[src/rtl/bmpp_pkg.sv]
// ----------------------------------------------------------------------------
// bmpp_pkg
// shared types, constants and helpers of the ble midi packet parser
// ----------------------------------------------------------------------------
`default_nettype none

package bmpp_pkg;

  localparam int unsigned MAX_PACKET_BYTES = 512;
  localparam int unsigned BYTE_W = 8;
  localparam int unsigned PLEN_W = 10;
  localparam int unsigned POS_W = 10;
  localparam int unsigned TIME_W = 13;
  localparam int unsigned FAULT_W = 3;
  localparam int unsigned IN_DATA_W = 24;
  localparam int unsigned OUT_DATA_W = 48;

  // saturation bound of the packet length, kept within the length field
  localparam int unsigned EFF_MAX = (MAX_PACKET_BYTES > (2 ** PLEN_W) - 1) ?
                                    (2 ** PLEN_W) - 1 : MAX_PACKET_BYTES;

  localparam logic [FAULT_W-1:0] FAULT_NONE      = 3'd0;
  localparam logic [FAULT_W-1:0] FAULT_SHORT     = 3'd1;
  localparam logic [FAULT_W-1:0] FAULT_TS_ONLY   = 3'd2;
  localparam logic [FAULT_W-1:0] FAULT_TRUNCATED = 3'd3;
  localparam logic [FAULT_W-1:0] FAULT_NO_RUN    = 3'd4;

  // lowest field in the lowest bits
  typedef struct packed {
    logic [FAULT_W-1:0] fault;
    logic [TIME_W-1:0]  event_time;
    logic [BYTE_W-1:0]  second_data;
    logic [BYTE_W-1:0]  first_data;
    logic [BYTE_W-1:0]  status_byte;
    logic [1:0]         event_length;
    logic               event_valid;
  } evt_t;

  typedef struct packed {
    logic emit;
    evt_t evt;
  } res_t;

  function automatic evt_t mk_event(logic [1:0] len, logic [BYTE_W-1:0] st,
                                    logic [BYTE_W-1:0] d1, logic [BYTE_W-1:0] d2,
                                    logic [TIME_W-1:0] t);
    evt_t e;
    e.event_valid  = 1'b1;
    e.event_length = len;
    e.status_byte  = st;
    e.first_data   = (len >= 2'd2) ? d1 : '0;
    e.second_data  = (len == 2'd3) ? d2 : '0;
    e.event_time   = t;
    e.fault        = FAULT_NONE;
    return e;
  endfunction

  function automatic evt_t mk_fault(logic [FAULT_W-1:0] code);
    evt_t e;
    e       = '0;
    e.fault = code;
    return e;
  endfunction

endpackage

`default_nettype wire

[src/rtl/ble_midi_packet_parser.sv]
// ----------------------------------------------------------------------------
// ble_midi_packet_parser
// decodes ble-midi packets byte by byte into midi events with timestamps
// ----------------------------------------------------------------------------
// usage
//   slave stream: one packet byte per transfer, with the packet length
//   repeated on every byte. master stream: one transfer per completed midi
//   event or per fault; bytes that complete nothing give no transfer.
//   flow: an accepted byte is held in the input register, decoded when the
//   result register is free and shows on the master side from that register.
//   throughput: one byte per cycle while the receiver does not stall, set by
//   the combinational decode between the input register and the result register.
//   reset: parser returns to awaiting a packet header, running status and
//   timestamps clear, both streams go empty.
//   receiver stall: a waiting result holds; the input register keeps one
//   byte, after which s_axis_tready_o drops until the result is taken.
// ----------------------------------------------------------------------------
`default_nettype none

module ble_midi_packet_parser (
  input  wire logic                            clk_i,
  input  wire logic                            rst_ni,
  // packet_byte[7:0], packet_length[17:8], zero pad
  input  wire logic [bmpp_pkg::IN_DATA_W-1:0]  s_axis_tdata_i,
  input  wire logic                            s_axis_tvalid_i,
  output logic                                 s_axis_tready_o,
  // event_valid[0], event_length[2:1], status_byte[10:3], first_data[18:11],
  // second_data[26:19], event_time[39:27], fault[42:40], zero pad
  output logic [bmpp_pkg::OUT_DATA_W-1:0]      m_axis_tdata_o,
  output logic                                 m_axis_tvalid_o,
  input  wire logic                            m_axis_tready_i
);
  import bmpp_pkg::*;

  logic              in_valid_q;
  logic [BYTE_W-1:0] in_byte_q;
  logic [PLEN_W-1:0] in_len_q;
  logic              out_busy;
  logic              fire;
  res_t              res;

  assign fire            = in_valid_q && !out_busy;
  assign s_axis_tready_o = !in_valid_q || fire;

  always_ff @(posedge clk_i or negedge rst_ni) begin
    if (!rst_ni) begin
      in_valid_q <= 1'b0;
    end else if (s_axis_tready_o) begin
      in_valid_q <= s_axis_tvalid_i;
    end
  end

  always_ff @(posedge clk_i) begin
    if (s_axis_tready_o && s_axis_tvalid_i) begin
      in_byte_q <= s_axis_tdata_i[BYTE_W-1:0];
      in_len_q  <= s_axis_tdata_i[BYTE_W +: PLEN_W];
    end
  end

  bmpp_core u_core (
    .clk_i  (clk_i),
    .rst_ni (rst_ni),
    .en_i   (fire),
    .byte_i (in_byte_q),
    .len_i  (in_len_q),
    .res_o  (res)
  );

  bmpp_out_buf u_out (
    .clk_i           (clk_i),
    .rst_ni          (rst_ni),
    .load_i          (fire),
    .res_i           (res),
    .busy_o          (out_busy),
    .m_axis_tvalid_o (m_axis_tvalid_o),
    .m_axis_tready_i (m_axis_tready_i),
    .m_axis_tdata_o  (m_axis_tdata_o)
  );

endmodule

`default_nettype wire

[src/rtl/bmpp_core.sv]
// ----------------------------------------------------------------------------
// bmpp_core
// parser state and single-pass byte decode, one byte per enabled cycle
// ----------------------------------------------------------------------------
`default_nettype none

module bmpp_core (
  input  wire logic                        clk_i,
  input  wire logic                        rst_ni,
  input  wire logic                        en_i,
  input  wire logic [bmpp_pkg::BYTE_W-1:0] byte_i,
  input  wire logic [bmpp_pkg::PLEN_W-1:0] len_i,
  output bmpp_pkg::res_t                   res_o
);
  import bmpp_pkg::*;

  typedef enum logic [1:0] {
    PH_HEADER  = 2'd0,
    PH_BOUND   = 2'd1,
    PH_AFTER_TS = 2'd2,
    PH_DATA    = 2'd3
  } phase_e;

  localparam logic [7:0] ST_SYSEX_START = 8'hF0;
  localparam logic [7:0] ST_SYSEX_END   = 8'hF7;
  localparam logic [7:0] ST_MTC_QF      = 8'hF1;
  localparam logic [7:0] ST_SONG_POS    = 8'hF2;
  localparam logic [7:0] ST_SONG_SEL    = 8'hF3;
  localparam logic [7:0] ST_SC_ONE_MIN  = 8'hF4;
  localparam logic [7:0] ST_RT_MIN      = 8'hF8;
  localparam logic [7:0] ST_CH2_MIN     = 8'hC0;
  localparam logic [7:0] ST_CH2_MAX     = 8'hDF;
  localparam logic [7:0] ST_MIN         = 8'h80;

  phase_e             phase_q, phase_d;
  logic               rej_q, rej_d;
  logic [POS_W-1:0]   pos_q, pos_d;
  logic [7:0]         rs_q, rs_d;
  logic [1:0]         rl_q, rl_d;
  logic [7:0]         cs_q, cs_d;
  logic [1:0]         cl_q, cl_d;
  logic [1:0]         rem_q, rem_d;
  logic [7:0]         held_q, held_d;
  logic [5:0]         th_q, th_d;
  logic [6:0]         tl_q, tl_d;

  logic [PLEN_W-1:0]  eff;
  logic               last;
  logic               do_start;
  logic [TIME_W-1:0]  t_now;

  assign eff   = (len_i > EFF_MAX[PLEN_W-1:0]) ? EFF_MAX[PLEN_W-1:0] : len_i;
  assign last  = ({1'b0, pos_q} + {{POS_W{1'b0}}, 1'b1}) >= {1'b0, eff};
  assign t_now = {th_q, tl_q};

  always_comb begin
    phase_d    = phase_q;
    rej_d      = rej_q;
    pos_d      = pos_q;
    rs_d       = rs_q;
    rl_d       = rl_q;
    cs_d       = cs_q;
    cl_d       = cl_q;
    rem_d      = rem_q;
    held_d     = held_q;
    th_d       = th_q;
    tl_d       = tl_q;
    do_start   = 1'b0;
    res_o.emit = 1'b0;
    res_o.evt  = '0;

    if (phase_q == PH_HEADER) begin
      th_d    = byte_i[5:0];
      phase_d = PH_BOUND;
      if (eff < PLEN_W'(3)) begin
        rej_d      = 1'b1;
        res_o.emit = 1'b1;
        res_o.evt  = mk_fault(FAULT_SHORT);
      end
    end else if (!rej_q) begin
      unique case (phase_q)
        PH_BOUND: begin
          if (byte_i[7]) begin
            tl_d    = byte_i[6:0];
            phase_d = PH_AFTER_TS;
          end else begin
            do_start = 1'b1;
          end
        end
        PH_AFTER_TS: do_start = 1'b1;
        PH_DATA: begin
          if (rem_q >= 2'd2) begin
            held_d = byte_i;
            rem_d  = 2'd1;
          end else begin
            phase_d    = PH_BOUND;
            rem_d      = 2'd0;
            res_o.emit = 1'b1;
            if (cl_q == 2'd3) begin
              res_o.evt = mk_event(2'd3, cs_q, held_q, byte_i, t_now);
            end else begin
              res_o.evt = mk_event(2'd2, cs_q, byte_i, 8'h00, t_now);
            end
          end
        end
        default: ;
      endcase
    end

    if (do_start) begin
      phase_d = PH_BOUND;
      if (byte_i >= ST_RT_MIN) begin
        res_o.emit = 1'b1;
        res_o.evt  = mk_event(2'd1, byte_i, 8'h00, 8'h00, t_now);
      end else if (byte_i == ST_SYSEX_START || byte_i == ST_SYSEX_END) begin
        rs_d       = byte_i;
        rl_d       = 2'd1;
        res_o.emit = 1'b1;
        res_o.evt  = mk_event(2'd1, byte_i, 8'h00, 8'h00, t_now);
      end else if (byte_i == ST_MTC_QF || byte_i == ST_SONG_SEL) begin
        cs_d    = byte_i;
        cl_d    = 2'd2;
        rem_d   = 2'd1;
        phase_d = PH_DATA;
      end else if (byte_i == ST_SONG_POS) begin
        cs_d    = byte_i;
        cl_d    = 2'd3;
        rem_d   = 2'd2;
        phase_d = PH_DATA;
      end else if (byte_i >= ST_SC_ONE_MIN) begin
        res_o.emit = 1'b1;
        res_o.evt  = mk_event(2'd1, byte_i, 8'h00, 8'h00, t_now);
      end else if (byte_i >= ST_CH2_MIN && byte_i <= ST_CH2_MAX) begin
        rs_d    = byte_i;
        rl_d    = 2'd2;
        cs_d    = byte_i;
        cl_d    = 2'd2;
        rem_d   = 2'd1;
        phase_d = PH_DATA;
      end else if (byte_i >= ST_MIN) begin
        rs_d    = byte_i;
        rl_d    = 2'd3;
        cs_d    = byte_i;
        cl_d    = 2'd3;
        rem_d   = 2'd2;
        phase_d = PH_DATA;
      end else if (rs_q == ST_SYSEX_START) begin
        res_o.emit = 1'b1;
        res_o.evt  = mk_event(2'd1, byte_i, 8'h00, 8'h00, t_now);
      end else if (rl_q < 2'd2) begin
        res_o.emit = 1'b1;
        res_o.evt  = mk_fault(FAULT_NO_RUN);
      end else begin
        cs_d = rs_q;
        cl_d = rl_q;
        if (rl_q == 2'd2) begin
          res_o.emit = 1'b1;
          res_o.evt  = mk_event(2'd2, rs_q, byte_i, 8'h00, t_now);
        end else begin
          held_d  = byte_i;
          rem_d   = 2'd1;
          phase_d = PH_DATA;
        end
      end
    end

    // packet ends with a lone timestamp or an unfinished message
    if (last && !res_o.emit && !rej_d) begin
      if (phase_d == PH_AFTER_TS) begin
        res_o.emit = 1'b1;
        res_o.evt  = mk_fault(FAULT_TS_ONLY);
      end else if (phase_d == PH_DATA) begin
        res_o.emit = 1'b1;
        res_o.evt  = mk_fault(FAULT_TRUNCATED);
      end
    end

    if (last) begin
      pos_d   = '0;
      phase_d = PH_HEADER;
      rej_d   = 1'b0;
      rem_d   = 2'd0;
    end else begin
      pos_d = pos_q + POS_W'(1);
    end
  end

  always_ff @(posedge clk_i or negedge rst_ni) begin
    if (!rst_ni) begin
      phase_q <= PH_HEADER;
      rej_q   <= 1'b0;
      pos_q   <= '0;
      rs_q    <= '0;
      rl_q    <= '0;
      cs_q    <= '0;
      cl_q    <= '0;
      rem_q   <= '0;
      held_q  <= '0;
      th_q    <= '0;
      tl_q    <= '0;
    end else if (en_i) begin
      phase_q <= phase_d;
      rej_q   <= rej_d;
      pos_q   <= pos_d;
      rs_q    <= rs_d;
      rl_q    <= rl_d;
      cs_q    <= cs_d;
      cl_q    <= cl_d;
      rem_q   <= rem_d;
      held_q  <= held_d;
      th_q    <= th_d;
      tl_q    <= tl_d;
    end
  end

endmodule

`default_nettype wire

[src/rtl/bmpp_out_buf.sv]
// ----------------------------------------------------------------------------
// bmpp_out_buf
// result register of the master stream, loaded by the decode stage
// ----------------------------------------------------------------------------
`default_nettype none

module bmpp_out_buf (
  input  wire logic                            clk_i,
  input  wire logic                            rst_ni,
  input  wire logic                            load_i,
  input  bmpp_pkg::res_t                       res_i,
  output logic                                 busy_o,
  output logic                                 m_axis_tvalid_o,
  input  wire logic                            m_axis_tready_i,
  output logic [bmpp_pkg::OUT_DATA_W-1:0]      m_axis_tdata_o
);
  import bmpp_pkg::*;

  logic valid_q;
  evt_t evt_q;

  // stage is blocked while a result waits and the receiver stalls
  assign busy_o          = valid_q && !m_axis_tready_i;
  assign m_axis_tvalid_o = valid_q;
  assign m_axis_tdata_o  = {(OUT_DATA_W - $bits(evt_t))'(0), evt_q};

  always_ff @(posedge clk_i or negedge rst_ni) begin
    if (!rst_ni) begin
      valid_q <= 1'b0;
    end else if (load_i && res_i.emit) begin
      valid_q <= 1'b1;
    end else if (m_axis_tready_i) begin
      valid_q <= 1'b0;
    end
  end

  always_ff @(posedge clk_i) begin
    if (load_i && res_i.emit) begin
      evt_q <= res_i.evt;
    end
  end

endmodule

`default_nettype wire

[config.mk]
export PLATFORM = sky130hd
export DESIGN_NAME = ble_midi_packet_parser
export DESIGN_NICKNAME = d
export VERILOG_FILES = /design/src/rtl/bmpp_pkg.sv /design/src/rtl/ble_midi_packet_parser.sv /design/src/rtl/bmpp_core.sv /design/src/rtl/bmpp_out_buf.sv
export SDC_FILE = /design/constraint.sdc
export NUM_CORES = 1
export LEC_CHECK = 0
export ABC_AREA = 1
export BUFFER_PORTS_ARGS = -buffer_cell sky130_fd_sc_hd__buf_2
export CAP_MARGIN = 30
export CORE_UTILIZATION = 30
export CTS_BUF_LIST = sky130_fd_sc_hd__clkbuf_16
export DETAILED_ROUTE_END_ITERATION = 10
export SYNTH_ARGS = -nofsm -noshare
export SYNTH_HDL_FRONTEND = slang
export SYNTH_SLANG_ARGS = --single-unit
[constraint.sdc]
create_clock -name clk_i -period 3.83 [get_ports clk_i]
set_input_delay 1.149 -clock clk_i [delete_from_list [all_inputs] [get_ports clk_i]]
set_output_delay 1.149 -clock clk_i [all_outputs]
set_load 0.05 [all_outputs]
==> reports/results.tsv <==
stage	metric	value	unit
outcome	status	finished, final reports clean	
critical_path	delay-heaviest family, CP	simple AND/OR/NAND/NOR gates	
power	Logic pwr share	29.8	%
finish	Layout Cells excl Fill	1024	
yosys	largest family of logic cells by synthesized area	simple AND/OR/NAND/NOR gates	
min_path	HP Class	reg2reg	
critical_path	Arr. time, crit path	3.37	ns
route	Pre-Repair DR Iteration Count	5	
critical_path	Most common cell on crit path	nand2_1	
power	clock share of power	31.8	%
yosys	fraction of synthesized area in multiplexers	0.3264	%
timing	setup TNS	0	ns
finish	area delta synth->final	19.28	%
timing	fin crit period	3.220	ns
clocking	clock tree buffer depth	2	
placed_design	DP Wirelength	10.61	mm
floorplanning	die height	145.0	um
critical_path	CP bufs+invs	3	
finish	Fill cells	2030	
yosys	Mapped Avg Cell Area	9.100	um2
route	antenna-violating nets left	0	
power	P_sw	0.001809	W
clocking	root buffer cell	clkbuf_16	
yosys	complex-gate fraction of the synthesized area	15.30	%
timing	relative slew slack	55.60	%
global_routing	gr ovfl total	0	
yosys	#FFs+latches synth	118	
global_routing	first-pass GRT wire length	24.50	mm
floorplanning	initial core utilization	31.01	%
route	via count	4813	
clocking	CTS buffer count	17	
route	remaining routing DRC violations	0	
min_path	Min-Delay Endpoint	u_core.cl_q[1]	
critical_path	r2r startpoint	u_core.pos_q[0]	
min_path	min-delay src	u_core.cl_q[1]	
global_routing	pin count of the biggest net entering global routing	44	
clocking	post-CTS sizing	0	
critical_path	critical path endpoint category	flip-flop	
power	switching portion of total power	36.90	%
timing	RSZ-0062 raised after global routing	false	
timing	fraction of the cycle the final worst path needs	84.07	%
power	Lkg Pwr	3.377	nW
yosys	Synth Cell Area	6133	um2
floorplanning	chip width	145.0	um
timing	Final Setup Violations	0	
power	Pwr per Cell Area	670.1	nW/um2
clocking	postcts setup bufs	0	
finish	diodes inserted	0	
power	Flop pwr share	38.5	%
critical_path	CP max-delay cell	dfrtp_1	
timing	Layout Skew	0.01435	ns
timing	Hold Vio Cnt, Final	0	
run	max_cap viols	0	
yosys	Post-synth top flop	edfxtp_1	
floorplanning	full die area	21020	um2
critical_path	WS Path Type	reg2reg	
clocking	hold buffers post-CTS	0	
finish	layout cell share with drive strength beyond 1	19.89	%
critical_path	register-to-register setup slack	0.61	ns
placed_design	gp weighted congestion	0.8739	
critical_path	CP startpoint	u_core.pos_q[0]	
floorplanning	core area	19780	um2
route	wirelength, routed	14.93	mm
timing	final count of pins violating max slew	0	
yosys	Synth async-reset ratio	48.31	%
critical_path	maximum fanout along the worst path	43	
floorplanning	Row Count	51	
floorplanning	I/O Pins	78	
critical_path	Worst R2R Path Depth	17	
finish	Core Util, Final	36.98	%
yosys	Simple-Gate Fraction of Synth Area	18.65	%
global_routing	Total GRT Usage	15.08	%
global_routing	vias in the first global route	4619	
yosys	Synth Area in Adders	3.060	%
min_path	hold path cells	1	
yosys	Cells after Synth	674	
clocking	Clock Sinks	118	
yosys	Seq/Total Area, Yosys	53.12	%
clocking	TritonCTS clock tree	yes	
timing	fmax	0.3106	GHz
route	routed len/inst	14.58	um
power	peak supply drop	273.7	uV
global_routing	initial antenna violation count	0	
critical_path	r2r endpoint	u_out.m_axis_tdata_o[4]	
yosys	yosys warns	0	
route	DRT iter0 DRCs	381	
critical_path	slowest stage delay, CP	0.41	ns
critical_path	Crit path required time	3.98	ns
timing	Slew @ Worst Pin	0.6644	ns
power	cell-internal power	0.003094	W
critical_path	critical path cell sequence	nand3_1 -> nor2_1 -> nand2_1 -> nor3_1 -> nand3_1 -> xor2_1 -> inv_1 -> ha_1 -> a21oi_1 -> nand2_1 -> a21oi_1 -> nor2_1 -> nand3_1 -> nand2_1 -> nand2_1 -> clkinv_1 -> buf_12	
clocking	worst skew pair latency	0.42	ns
yosys	distinct cell type count after synthesis	50	
clocking	CTS H-tree lvls	4	
critical_path	nature of the critical path startpoint	flip-flop	
clocking	clk slew on worst S/H paths	0.06	ns
yosys	xor/xnor share of the synthesized area	1.142	%
route	vias per std cell	4.700	
placed_design	Inst Count DP	992	
finish	nets@finish	789	
yosys	Post-synth EDFFs	61	
placed_design	# port buffers	66	
==> logic make-up (layout without fill, tap and decap cells) <==
family,after synthesis,after routing
and+or+nand+nor,260,260
AOI/OAI and AO/OA,148,148
buffers and inverters,122,203
DFF,118,118
adders and majority gates,15,15
xor gates and xnor gates,8,8
muxes,2,2
other,1,5
==> sequential cells by signal, summed over array words and instances, names as in the netlist, 6 cells and up <==
| register | count |
|---|---|
| u_core.th_q | 6 |
| in_byte_q | 8 |
| u_core.tl_q | 7 |
| in_len_q | 10 |
| u_core.held_q | 8 |
| u_core.cs_q | 8 |
| u_out.m_axis_tdata_o | 43 |
| u_core.rs_q | 8 |
| u_core.pos_q | 10 |
==> cells in the final DEF, fill, tap and decap left out, drive strengths merged, types with 2 or more instances in the layout <==
cell type  count
o211ai         5
o21ai         71
conb           5
a211oi         2
nand2        161
o32ai          5
ha            15
edfxtp        61
a31oi          2
nor2          53
o221ai         6
dfrtp         57
a22o           2
nand3         28
clkinvlp       5
nor3           2
o31ai          5
o2111ai        3
inv           97
nand4         10
a21boi         2
clkbuf        17
o22ai         12
bufinv         2
buf           73
mux2i          2
clkinv         9
or2            4
xor2           8
nor4           2
a21oi         27
==> area by class of cell <==
class | count | area, um2 | area share (%)
Inverter | 98 | 370.4 | 5.062
Timing Repair Buffer | 73 | 395.4 | 5.404
Sequential cell | 118 | 3258 | 44.54
Tap cell | 265 | 331.6 | 4.532
Clock buffer | 17 | 425.4 | 5.815
Multi-Input combinational cell | 438 | 2379 | 32.51
Clock inverter | 15 | 156.4 | 2.138
==> Yosys cell counts (10+ instances only) <==
cell	count	area, um2
a21oi_1	27	135.1
inv_1	86	322.8
clkbuf_1	11	41.29
o22ai_1	12	75.07
nor2_1	45	168.9
edfxtp_1	61	1832
nand2_1	155	581.8
ha_1	15	187.7
nand3_1	26	130.1
o21ai_2	10	87.58
dfrtp_1	57	1426
o21ai_0	55	275.3
==> metrics by stage <==
step	setup slack, ns	hold WS [ns]	total power [W]	instance area [um2]
after floorplan	0.4528	0.4394	0.002999	6148
after global placement	0.6238	0.4521	0.003345	6734
after detailed placement	0.6328	0.4602	0.003363	6734
after CTS	0.6187	0.4754	0.004936	7316
after global routing	0.2920	0.5018	0.005245	7316
final	0.6100	0.4766	0.004903	7316
==> power by group through the flow <==
| stage | sequential (W) | combinational, W | clock [W] |
|---|---|---|---|
| 2_1_floorplan | 0.00202 | 0.000979 | 0 |
| 3_3_place_gp | 0.00190 | 0.00144 | 0 |
| 3_5_place_dp | 0.00190 | 0.00146 | 0 |
| 4_1_cts | 0.00188 | 0.00146 | 0.00159 |
| 5_1_grt | 0.00194 | 0.00166 | 0.00165 |
| 6_report | 0.00189 | 0.00146 | 0.00156 |
==> worst max-delay path by stage <==
stage	to	slack, ns	depth (start not counted)
CTS	u_out.m_axis_tdata_o[20]	0.62	20
global placement	u_out.m_axis_tdata_o[3]	0.62	20
floorplan	u_out.m_axis_tdata_o[0]	0.45	19
global route	u_out.m_axis_tdata_o[42]	0.29	20
detailed placement	u_out.m_axis_tdata_o[20]	0.63	20
finish	u_out.m_axis_tdata_o[4]	0.61	17
==> metal layers <==
layer	routed length, um	part of all wire (%)	global-route usage, %	vias up
met5	0	0	0	-
met4	263	1.8	5.319	0
met3	853	5.7	4.182	19
met2	6753	45	23.20	153
met1	7055	47	20.22	2227
li1	-	-	-	2414
Power figures use the tool's default switching activity.
